$ cat src/hdl/nevi_pkg.sv
// Package for the nearest-edge vertex insert block: shared constants, codes and
// the command and status structures between controller and datapath.
// Depends on nothing; every other file of the block imports it.
`default_nettype none

package nevi_pkg;

   localparam int DEF_MAX_VERTICES = 64;
   localparam int DEF_COORD_BITS   = 16;
   localparam int DEF_CNT_W        = $clog2(DEF_MAX_VERTICES + 1);

   localparam int              LIMIT_W     = 34;
   localparam logic [LIMIT_W-1:0] LIMIT_RESET = 34'd1000000;

   // Function codes of an input item.
   localparam logic [1:0] FUNC_CLEAR  = 2'd0;
   localparam logic [1:0] FUNC_APPEND = 2'd1;
   localparam logic [1:0] FUNC_INSERT = 2'd2;

   // Multiplier operand selections. The same code, registered along with the
   // product, tags it and tells the datapath where the product goes.
   typedef enum logic [3:0] {
      MUL_NONE,
      MUL_EXEX,
      MUL_EYEY,
      MUL_DXEX,
      MUL_DYEY,
      MUL_DXDX,
      MUL_DYDY,
      MUL_FXFX,
      MUL_FYFY,
      MUL_DXEY,
      MUL_DYEX,
      MUL_CRSQ,
      MUL_NHBD,
      MUL_NLBD,
      MUL_BHDN,
      MUL_BLDN
   } mul_sel_type;

   typedef struct packed {
      logic        latch_req;
      logic        clear_count;
      logic        set_full;
      logic        idx_from_count;
      logic        idx_from_found;
      logic        init_scan;
      logic        load_diff;
      mul_sel_type mul_sel;
      logic        select_nd;
      logic        compare;
      logic        next_edge;
      logic        init_shift;
      logic        shift_rd;
      logic        shift_wr;
      logic        write_point;
      logic        load_rsp;
   } ctl_cmd_type;

   typedef struct packed {
      logic [1:0] func;
      logic       count_zero;
      logic       count_full;
      logic       last_edge;
      logic       shift_done;
   } dp_status_type;

endpackage

`default_nettype wire

$ cat src/hdl/nevi_controller.sv
// Controller state machine: sequences the edge scan, the store shift and the
// response handshake by commands to the datapath. Depends on nevi_pkg.
`default_nettype none

module nevi_controller
   import nevi_pkg::*;
(
   input  wire logic          clock,
   input  wire logic          reset,
   input  wire logic          req_valid,
   output logic               req_ready,
   output logic               rsp_valid,
   input  wire logic          rsp_ready,
   input  wire dp_status_type status,
   output ctl_cmd_type        cmd
);

   typedef enum logic [2:0] {
      S_IDLE,
      S_DECIDE,
      S_EDGE,
      S_PLACE,
      S_SHIFT_RD,
      S_SHIFT_WR,
      S_WRITE,
      S_FINISH
   } state_type;

   localparam logic [4:0] STEP_LAST = 5'd21;

   state_type  state_ff, state_in;
   logic [4:0] step_ff, step_in;
   logic       rsp_valid_ff, rsp_valid_in;
   logic       out_free;

   assign out_free  = !rsp_valid_ff || rsp_ready;
   assign req_ready = (state_ff == S_IDLE);
   assign rsp_valid = rsp_valid_ff;

   always_comb begin
      cmd          = '0;
      cmd.mul_sel  = MUL_NONE;
      state_in     = state_ff;
      step_in      = step_ff;
      rsp_valid_in = rsp_valid_ff && !rsp_ready;
      case (state_ff)
         S_IDLE: begin
            if (req_valid) begin
               cmd.latch_req = 1'b1;
               state_in      = S_DECIDE;
            end
         end
         S_DECIDE: begin
            case (status.func)
               FUNC_CLEAR: begin
                  cmd.clear_count = 1'b1;
                  state_in        = S_FINISH;
               end
               FUNC_APPEND: begin
                  if (status.count_full) begin
                     cmd.set_full = 1'b1;
                     state_in     = S_FINISH;
                  end else begin
                     cmd.idx_from_count = 1'b1;
                     cmd.init_shift     = 1'b1;
                     state_in           = S_SHIFT_RD;
                  end
               end
               FUNC_INSERT: begin
                  if (status.count_full) begin
                     cmd.set_full = 1'b1;
                     state_in     = S_FINISH;
                  end else if (status.count_zero) begin
                     cmd.init_shift = 1'b1;
                     state_in       = S_SHIFT_RD;
                  end else begin
                     cmd.init_scan = 1'b1;
                     step_in       = '0;
                     state_in      = S_EDGE;
                  end
               end
               default: state_in = S_FINISH;
            endcase
         end
         S_EDGE: begin
            step_in = step_ff + 5'd1;
            case (step_ff)
               5'd1:  cmd.load_diff = 1'b1;
               5'd2:  cmd.mul_sel = MUL_EXEX;
               5'd3:  cmd.mul_sel = MUL_EYEY;
               5'd4:  cmd.mul_sel = MUL_DXEX;
               5'd5:  cmd.mul_sel = MUL_DYEY;
               5'd6:  cmd.mul_sel = MUL_DXDX;
               5'd7:  cmd.mul_sel = MUL_DYDY;
               5'd8:  cmd.mul_sel = MUL_FXFX;
               5'd9:  cmd.mul_sel = MUL_FYFY;
               5'd10: cmd.mul_sel = MUL_DXEY;
               5'd11: cmd.mul_sel = MUL_DYEX;
               5'd13: cmd.mul_sel = MUL_CRSQ;
               5'd15: cmd.select_nd = 1'b1;
               5'd16: cmd.mul_sel = MUL_NHBD;
               5'd17: cmd.mul_sel = MUL_NLBD;
               5'd18: cmd.mul_sel = MUL_BHDN;
               5'd19: cmd.mul_sel = MUL_BLDN;
               STEP_LAST: begin
                  cmd.compare = 1'b1;
                  step_in     = '0;
                  if (status.last_edge) begin
                     state_in = S_PLACE;
                  end else begin
                     cmd.next_edge = 1'b1;
                  end
               end
               default: ;
            endcase
         end
         S_PLACE: begin
            cmd.idx_from_found = 1'b1;
            cmd.init_shift     = 1'b1;
            state_in           = S_SHIFT_RD;
         end
         S_SHIFT_RD: begin
            if (status.shift_done) begin
               state_in = S_WRITE;
            end else begin
               cmd.shift_rd = 1'b1;
               state_in     = S_SHIFT_WR;
            end
         end
         S_SHIFT_WR: begin
            cmd.shift_wr = 1'b1;
            state_in     = S_SHIFT_RD;
         end
         S_WRITE: begin
            cmd.write_point = 1'b1;
            state_in        = S_FINISH;
         end
         S_FINISH: begin
            if (out_free) begin
               cmd.load_rsp = 1'b1;
               rsp_valid_in = 1'b1;
               state_in     = S_IDLE;
            end
         end
         default: state_in = S_IDLE;
      endcase
   end

   always_ff @(posedge clock) begin
      if (reset) begin
         state_ff     <= S_IDLE;
         step_ff      <= '0;
         rsp_valid_ff <= 1'b0;
      end else begin
         state_ff     <= state_in;
         step_ff      <= step_in;
         rsp_valid_ff <= rsp_valid_in;
      end
   end

endmodule

`default_nettype wire

$ cat config.mk
export PLATFORM = sky130hd
export DESIGN_NAME = nevi_controller
export DESIGN_NICKNAME = d
export VERILOG_FILES = /design/src/hdl/nevi_pkg.sv /design/src/hdl/nevi_controller.sv
export SDC_FILE = /design/constraint.sdc
export NUM_CORES = 1
export LEC_CHECK = 0
export ABC_AREA = 1
export BUFFER_PORTS_ARGS = -buffer_cell sky130_fd_sc_hd__buf_4
export CAP_MARGIN = 20
export CORE_ASPECT_RATIO = 1.1
export CORE_MARGIN = 2
export CORE_UTILIZATION = 55
export DETAILED_ROUTE_END_ITERATION = 10
export PLACE_DENSITY_LB_ADDON = 0.25
export SYNTH_ARGS = -nofsm -noshare
export SYNTH_HDL_FRONTEND = slang
export SYNTH_SLANG_ARGS = --single-unit
export TNS_END_PERCENT = 30
$ cat constraint.sdc
create_clock -name clock -period 2.97 [get_ports clock]
set_input_delay 0.297 -clock clock [delete_from_list [all_inputs] [get_ports clock]]
set_output_delay 0.297 -clock clock [all_outputs]
set_load 0.02 [all_outputs]
* Word-level counts from Yosys, hierarchy flattened *
Cells that the tools add are included.

storage, ports and cells
  flip-flop bits (word level) = 9
  input bits = 10
  output and inout port bits = 21
  logic and storage cells = 95

operators by class
  add/sub/neg operators = 1
  eq/ne operators = 34
  muxes and demuxes = 46
  reduce and logical (&&, ||, !) cells = 11

operators by type and width
  kind                 count
  $pmux 4 s15          1
  $eq 5x4->1 const B   6
  $eq 5x5->1 const B   5
  $mux 1               25
  $mux 3               7
  $pmux 3 s7           1
  $eq 5x3->1 const B   4
  $mux 5               4
  $eq 3x3->1 const B   4
  $ne 2x2->1 const B   6
  $eq 5x2->1 const B   2
  $pmux 5 s2           1
  $mux 8               1
  $reduce_and 4->1     2
  $eq 3x2->1 const B   2
  $mux 2               3
  $pmux 3 s2           1
  $add 5x1->5 const B  1
  $eq 5x1->1 const B   1
  $pmux 1 s2           2
  $reduce_or 2->1      2
  $eq 3x1->1 const B   1
  $logic_not 3->1      1
  $eq 2x1->1 const B   1
  7 further kinds      8

* Depth between registers and ports, before layout *
Gate-level depths: netlist (run 1).

  depth in word-level cells = 4
  gate-level depth with buffers = 10
  depth with buffers taken out = 10

* Least setup slack after synthesis (run 1) *
Ideal clock, no wire load.

  path type = register to output
  start point = reg step_ff[0]
  end point = out cmd[9] in the netlist's numbering
  data arrival time = 1.402 ns
  data required time = 2.673 ns
  slack = 1.271 ns
  cell stages (with the launch flop) = 6
  path buffers = 1
  cell sequence = dfxtp_1 ha_1 clkbuf_1 nor2_1 o211a_1 a21oi_1

RTL lines
  element                 line                    source
  from (decl)             nevi_controller.sv:32   logic [4:0] step_ff, step_in;
  from (signal assigned)  nevi_controller.sv:156  step_ff <= step_in;
  to (decl)               nevi_controller.sv:15   output ctl_cmd_type cmd

==> results of run 1 <==
## kinds of logic after synthesis
family	after synthesis
simple gates	97
buf+inv	34
compound gates	23
flops	9
xor+xnor	1
fa+ha+maj	9
## cell usage after synthesis, types with 2 or more instances
| cell | count |
|---|---|
| a21oi_1 | 10 |
| a31o_2 | 2 |
| dfxtp_1 | 9 |
| ha_1 | 9 |
| inv_1 | 28 |
| inv_2 | 3 |
| nand2_1 | 35 |
| nand2_2 | 6 |
| nand3_1 | 13 |
| nand3_2 | 2 |
| nor2_1 | 24 |
| nor2_4 | 4 |
| nor3_1 | 5 |
| nor4_1 | 2 |
| o21ai_0 | 4 |
## per-stage QoR
stage	total power, mW	instance area (µm²)	instances
floorplan	0.5093	1061	173
global placement	0.6197	1297	219
CTS	0.7309	1324	223
global route	0.7890	1324	223
finish	0.7287	1324	223
detailed placement	0.6342	1297	219
## power by group through the flow
stage	combinational, mW	sequential, mW	clock (mW)
finish	0.442	0.191	0.0956
global route	0.491	0.192	0.105
CTS	0.445	0.190	0.0963
detailed placement	0.441	0.193	0
global placement	0.430	0.189	0
floorplan	0.327	0.182	0
## layer usage
| layer | track usage [%] | up-vias |
|---|---|---|
| met5 | 0 | - |
| met4 | 5.714 | 0 |
| met3 | 5.861 | 4 |
| met2 | 45.83 | 41 |
| met1 | 23.73 | 540 |
| li1 | - | 622 |
## registers in the layout (all words and copies together), names as in the netlist
register   cells
step_ff        5
state_ff       3
rsp_valid      1
## cell usage in the layout (no fill, tap or decap), types with 3 or more instances in the layout
| cell | instances |
|---|---|
| a21oi_1 | 10 |
| buf_4 | 30 |
| clkbuf_4 | 3 |
| dfxtp_1 | 9 |
| ha_1 | 9 |
| inv_1 | 28 |
| inv_2 | 3 |
| nand2_1 | 35 |
| nand2_2 | 6 |
| nand3_1 | 13 |
| nor2_1 | 24 |
| nor2_4 | 4 |
| nor3_1 | 5 |
| o21ai_0 | 4 |
## cell type report
| type | instances | area (µm²) |
|---|---|---|
| fill | 150 | 478.0 |
| multi-input combinational | 130 | 747.0 |
| tap | 18 | 22.52 |
| clock buffer | 4 | 26.28 |
| timing repair buffer | 30 | 225.2 |
| inverter | 32 | 122.6 |
| sequential | 9 | 180.2 |
## final timing paths
| kind | from | end | slack (ps) | cells after the start |
|---|---|---|---|---|
| worst max-delay path | step_ff[1] | cmd[10] | 960 | 9 |
| worst min-delay path | reset | state_ff[1] | 240 | 2 |
| worst max register to register | step_ff[1] | step_ff[4] | 1370 | 6 |
| worst min register to register | step_ff[0] | step_ff[0] | 530 | 2 |
## worst max-delay path, stage by stage (launching register included)
cell and delay, ps:
dfxtp_1 430, inv_1 90, ha_1 220, nand2_1 130
o21ai_0 130, a21oi_1 150, nand2_1 70, nand2_1 50
inv_1 40, buf_4 140
==> out/metrics.csv, run 1 <==
metric,value,unit
outcome,"finished, final reports clean",
rsz0062_at_grt,no,
setup.worst_path.class,reg -> out,
die-area,2297,µm²
numClockSinks,9,
port_buffers,30,
highest_layer,met4,
post_cts_resized,0,
synth-xor-area-share,0.8255,%
yosys.area.top_type,dfxtp_1,
setup_tns,0,ps
grt_pass1_wl,4215,µm
comb_power_share,60.7,%
swShare,50.58,%
switchingPower,368.6,µW
period_needed,2006,ps
wl_met1,978,µm
start_util,58.89,%
synth_compound_area_share,14.03,%
antenna_left,0,
cp_max_fo,6,
grt_pass1_vias,1131,
grt_usage,23.77,%
internal-power,360.1,µW
crit_required,2670,ps
syn_nets,192,
worst_slack,964.2,ps
ys_ff_latch,9,
post-route-util,73.47,%
routabilityCongestion,0.8529,
drive_gt1_share,27.32,%
wl_met3,126,µm
core-area,1802,µm²
clk_pin_slew,60,ps
drt-total-wl,2503,µm
hpwl,2006,µm
wire_per_inst,11.22,µm
dr.first_iter.drc_count,36,
max_freq,498.6,MHz
synthAdderAreaFrac,10.61,%
num_vias,1207,
hp-class,in -> reg,
syn-instance-count,173,
p_leak,0.6793,nW
syn_area,1061,µm²
htree_levels,1,
slew_headroom,71.52,%
grt.overflow.total,0,
dominantRegCellSynth,dfxtp_1,
synthMuxAreaShare,0,%
start_kind,register,
synth_edf_count,0,
yosysSeqAreaShare,16.98,%
synth_top_family_by_area,simple AND/OR/NAND/NOR gates,
worst_slew_pin_slew,426.7,ps
ir_drop,0.0004880,V
rows,16,
cts_root_buffer,clkbuf_4,
io_pins,31,
die_h,50.07,µm
setup_viol,0,
vias_per_cell,5.413,
synth_cell_type_count,32,
hold_viol_final,0,
cts_setup_buffers,0,
cts_buffers,3,
die_w,45.88,µm
power.share.clock,13.1,%
hold_ws,240.6,ps
syn_to_final_growth,24.76,%
yosys_warnings,0,
nNetsFinal,225,
grt_max_degree,9,
powerDensity,550.5,nW/µm²
dp_slack,1270,ps
netlist_top_cells_area,"dfxtp_1 (17%), nand2_1 (12%), ha_1 (11%)",
clock_path_buffers,2,
async_flop_share,0,%
syn_avg_cell_area,6.133,µm²
insertion_delay,260,ps
power_frac_seq,26.2,%
wl_met2,1373,µm
antennaDiodeCount,0,
drv_cap,0,
yosys.area_share.simple,44.93,%
slew_viol_final,0,
period_share,67.53,%
drc,0,
synth_top_area_share,16.98,%
holdBufCountCts,0,
cts_tree,yes,
arrival,1710,ps
drt_first_pass_iters,4,
antenna_found_initial,0,
finClkSkew,1.184,ps
end_kind,output pin,
Power figures use the tool's default switching activity.
==> run 2: changes to the inputs <==
--- a/config.mk
+++ b/config.mk
@@ -10,7 +10,7 @@
 export CAP_MARGIN = 20
 export CORE_ASPECT_RATIO = 1.1
 export CORE_MARGIN = 2
-export CORE_UTILIZATION = 55
+export CORE_UTILIZATION = 46
 export DETAILED_ROUTE_END_ITERATION = 10
 export PLACE_DENSITY_LB_ADDON = 0.25
 export SYNTH_ARGS = -nofsm -noshare
==> constraint.sdc (replaced) <==
create_clock -name clock -period 1.81 [get_ports clock]
set_input_delay 0.181 -clock clock [delete_from_list [all_inputs] [get_ports clock]]
set_output_delay 0.181 -clock clock [all_outputs]
set_load 0.02 [all_outputs]
==> run 2 against run 1 <==
Against the previous run: clock skew rose by 5.7 ps; routed wire length rose by 0.64%; non-clock buffer count did not move; worst setup slack got worse by 860 ps; first-iteration DRC count fell by 44%; largest power group unchanged; highest routed layer unchanged.
==> out/metrics.csv, run 2 (synthesis gave the netlist of run 1 again) <==
metric,value,unit
die_h,54.37,µm
layout_common_cells,"nand2_1 (34), buf_4 (30), inv_1 (26)",
power.total,1.196,mW
hold_path_depth,2,
largest_reg_flops,5,
p_leak,0.6806,nW
rows,18,
final_common_cell,nand2_1,
grt_pass1_wl,4167,µm
core-area,2207,µm²
timing.rr.start,step_ff[0],
hold_viol_final,0,
hold_ws,132.8,ps
hpwl,2059,µm
cts_root_buffer,clkbuf_4,
crit_required,1630,ps
numClockSinks,9,
ir_drop,0.0006824,V
nNetsFinal,225,
slew_headroom,73.16,%
port_buffers,30,
dr.first_iter.drc_count,20,
setup.worst_path.class,reg -> out,
cp_max_fo,6,
whs_endpoint,step_ff[4],
finClkSkew,6.919,ps
drive_gt1_share,35.12,%
num_vias,1160,
drv_cap,0,
drt-total-wl,2519,µm
clock_path_buffers,2,
io_pins,31,
cts_buffers,3,
max_freq,586.1,MHz
grt.overflow.total,0,
grt_pass1_vias,1074,
top_register,step_ff,
reg2reg_depth,6,
setup_viol,0,
setup_tns,0,ps
grt_usage,19.31,%
drc,0,
die_w,49.79,µm
antennaDiodeCount,0,
wire_per_inst,10.72,µm
post-route-util,62.47,%
start_kind,register,
rrSetupSlack,390,ps
antenna_found_initial,0,
drt_first_pass_iters,4,
routabilityCongestion,0.8586,
die-area,2707,µm²
worst_slew_pin_slew,402.0,ps
htree_levels,1,
insertion_delay,250,ps
arrival,1530,ps
end_kind,output pin,
clk_pin_slew,60,ps
period_needed,1706,ps
reg2reg_to,step_ff[4],
start_util,48.07,%
period_share,94.27,%
grt_max_degree,9,
holdBufCountCts,0,
powerDensity,867.5,nW/µm²
cts_tree,yes,
vias_per_cell,4.936,
holdCritStartpoint,reset,
syn_to_final_growth,29.95,%
rsz0062_at_grt,yes,
n_fill_cell,246,
antenna_left,0,
hp-class,in -> reg,
slew_viol_final,0,
outcome,"finished, final reports clean",
run 2: metrics by stage:
| stage | setup slack [ps] | instance area (µm²) | std cells |
|---|---|---|---|
| after detailed placement | 203.2 | 1313 | 231 |
| after global routing | -1.969 | 1379 | 235 |
| final | 103.7 | 1379 | 235 |
| after CTS | 20.17 | 1346 | 235 |
| after global placement | 280.9 | 1313 | 231 |
| after floorplan | 227.4 | 1061 | 173 |
run 2: what timing repair did:
item | CTS | global route
setup buffers | 0 | 0
endpoints found under the setup margin | 2 | 6
pin swaps | 0 | 1
gates resized for setup | 3 | 19
run 2: per-layer routing:
layer  vias up  wire length (µm)  track usage [%]
met5         -                 0                0
met4         0                 5            4.630
met3         2                72            2.186
met2        27              1308            37.56
met1       514              1134            22.86
li1        617                 -                -
run 2: worst max path at each step:
stage	start	endpoint	slack (ps)	depth (start not counted)
after floorplan	step_ff[0]	cmd[9]	230	5
after global placement	step_ff[0]	cmd[8]	280	9
after detailed placement	step_ff[0]	cmd[8]	200	9
after CTS	step_ff[2]	cmd[8]	20	6
after global routing	step_ff[3]	cmd[8]	-2	7
final	step_ff[0]	cmd[8]	100	9
run 2: area by class of cell:
cell class | count | area, µm² | area share (%)
multi-input combinational | 130 | 775.7 | 56.26
inverter | 32 | 122.6 | 8.893
clock buffer | 4 | 26.28 | 1.906
tap | 30 | 37.54 | 2.722
sequential | 9 | 191.4 | 13.88
timing repair buffer | 30 | 225.2 | 16.33
run 2: worst max-delay path, stage by stage, from the launching register on:
cell and delay (ps):
dfxtp_4 380, inv_2 50, ha_2 190, inv_2 70
nor2_2 40, nand3_1 90, o21ai_2 60, nor3_2 180
nor2_1 70, buf_4 150
run 2: report_power, final:
part           switching [mW]  internal (mW)
Sequential             0.0765          0.237
Clock                  0.0673         0.0847
Combinational           0.455          0.276
==> run 3: changes to the inputs <==
--- a/config.mk
+++ b/config.mk
@@ -10,7 +10,7 @@
 export CAP_MARGIN = 20
 export CORE_ASPECT_RATIO = 1.1
 export CORE_MARGIN = 2
-export CORE_UTILIZATION = 46
+export CORE_UTILIZATION = 40
 export DETAILED_ROUTE_END_ITERATION = 10
 export PLACE_DENSITY_LB_ADDON = 0.25
 export SYNTH_ARGS = -nofsm -noshare
==> run 3 against run 2 <==
Against the previous run: sequential power about the same; sequential share of layout area about the same; total power rose by 0.46%; clock skew is 3.1 ps lower; worst setup slack better by 6.2 ps; global-route usage down 2.1 points; critical path depth decreased by 2; final cell count up 0.85%; worst hold slack lost 1.6 ps; critical endpoint is now cmd[9]; highest routed layer unchanged.
==> out/metrics.csv, run 3 (synthesis gave the netlist of run 1 again) <==
metric,value,unit
met2_usage,29.29,%
antenna_left,0,
hp-class,in -> reg,
use_met1,22.65,%
cts_buffers,3,
grt_pass1_vias,1039,
antenna_found_initial,0,
die-area,3081,µm²
max_freq,588.2,MHz
wire_per_inst,10.38,µm
top_register,step_ff,
slew_viol_final,0,
final_common_cell,nand2_1,
critPathMaxStageDelay,360,ps
rrSetupSlack,400,ps
syn_to_final_growth,29.72,%
period_needed,1700,ps
die_w,53.11,µm
grt_most_used_layer,met2,
cts_tree,yes,
grt_usage,17.25,%
grt.overflow.total,0,
arrival,1520,ps
nNetsFinal,226,
worst_slew_pin_slew,405.4,ps
start_kind,register,
grtUsageMet3,3.093,%
crit_path_top_delay_cell,dfxtp_4,
die_h,58.02,µm
routabilityCongestion,0.8331,
grt_pass1_wl,4215,µm
critPathBufInv,2,
clk_pin_slew,60,ps
hold_viol_final,0,
vias_per_cell,4.848,
drive_gt1_share,34.47,%
crit_family,flip-flops,
outcome,"finished, final reports clean",
drc,0,
slew_headroom,72.93,%
rsz0062_at_grt,yes,
p_leak,0.6827,nW
drv_cap,0,
num_vias,1149,
clock_path_buffers,2,
cts_root_buffer,clkbuf_4,
grt_max_degree,9,
layout_common_cells,"nand2_1 (34), buf_4 (31), inv_1 (26)",
finClkSkew,3.819,ps
end_kind,output pin,
io_pins,31,
rows,19,
dr.first_iter.drc_count,35,
dp.cells,232,
drt-total-wl,2460,µm
largest_reg_flops,5,
power.total,1.202,mW
worstPathCellList,inv_1 > ha_2 > nand2_2 > o21ai_1 > nor2_1 > a21oi_1 > buf_4,
cp_max_fo,6,
numClockSinks,9,
setup_viol,0,
final_cell_count_no_fill,237,
insertion_delay,250,ps
powerDensity,873.1,nW/µm²
hpwl,1984,µm
period_share,93.93,%
start_util,42.11,%
ir_drop,0.0005303,V
antennaDiodeCount,0,
crit_required,1630,ps
core-area,2520,µm²
htree_levels,1,
setup.worst_path.class,reg -> out,
port_buffers,30,
drt_first_pass_iters,4,
==> run 3: per-layer routing <==
| metal | part of all wire, % | vias up |
|---|---|---|
| li1 | - | 620 |
| met1 | 47 | 503 |
| met2 | 49 | 24 |
| met3 | 3.7 | 2 |
| met4 | 0.57 | 0 |
| met5 | 0 | - |
==> run 3: layout make-up <==
class | count | area, µm²
Inverter | 32 | 122.6
Clock buffer | 4 | 26.28
Timing Repair Buffer | 31 | 232.7
Sequential cell | 9 | 191.4
Tap cell | 31 | 38.79
Fill cell | 271 | 1144
Multi-Input combinational cell | 130 | 764.5
==> run 3: final timing paths <==
path / startpoint / end / cells after the start
hold / removal: reset / state_ff[1] / 2
setup reg to reg: step_ff[1] / step_ff[4] / 6
hold reg to reg: step_ff[0] / step_ff[0] / 2
setup / recovery: step_ff[1] / cmd[9] / 7
==> run 3: metrics by stage <==
step / hold slack, ps / worst slack [ps] / area, µm² / TNS (ps) / utilization, %
floorplan: 243.4 / 227.4 / 1061 / 0 / -
global placement: 399.9 / 236.7 / 1314 / 0 / 52.14
detailed placement: 395.3 / 218.1 / 1314 / 0 / 52.14
CTS: 125.5 / 13.77 / 1343 / 0 / 53.28
global route: 125.0 / -17.75 / 1376 / -26.97 / 54.62
finish: 131.2 / 109.9 / 1376 / 0 / 54.62
==> run 3: repair_timing <==
action	in CTS	in global routing
setup endpoints to repair	4	5
cloned	0	0
pin swaps	0	2
setup buffers	0	1
hold buffers	0	0
resized for setup	2	16
==> run 3: power by group <==
part	total, mW	internal, mW	leakage [nW]	switching, mW
combinational	0.740	0.284	0.591	0.456
sequential	0.313	0.237	0.0763	0.0761
clock	0.149	0.0846	0.0150	0.0641
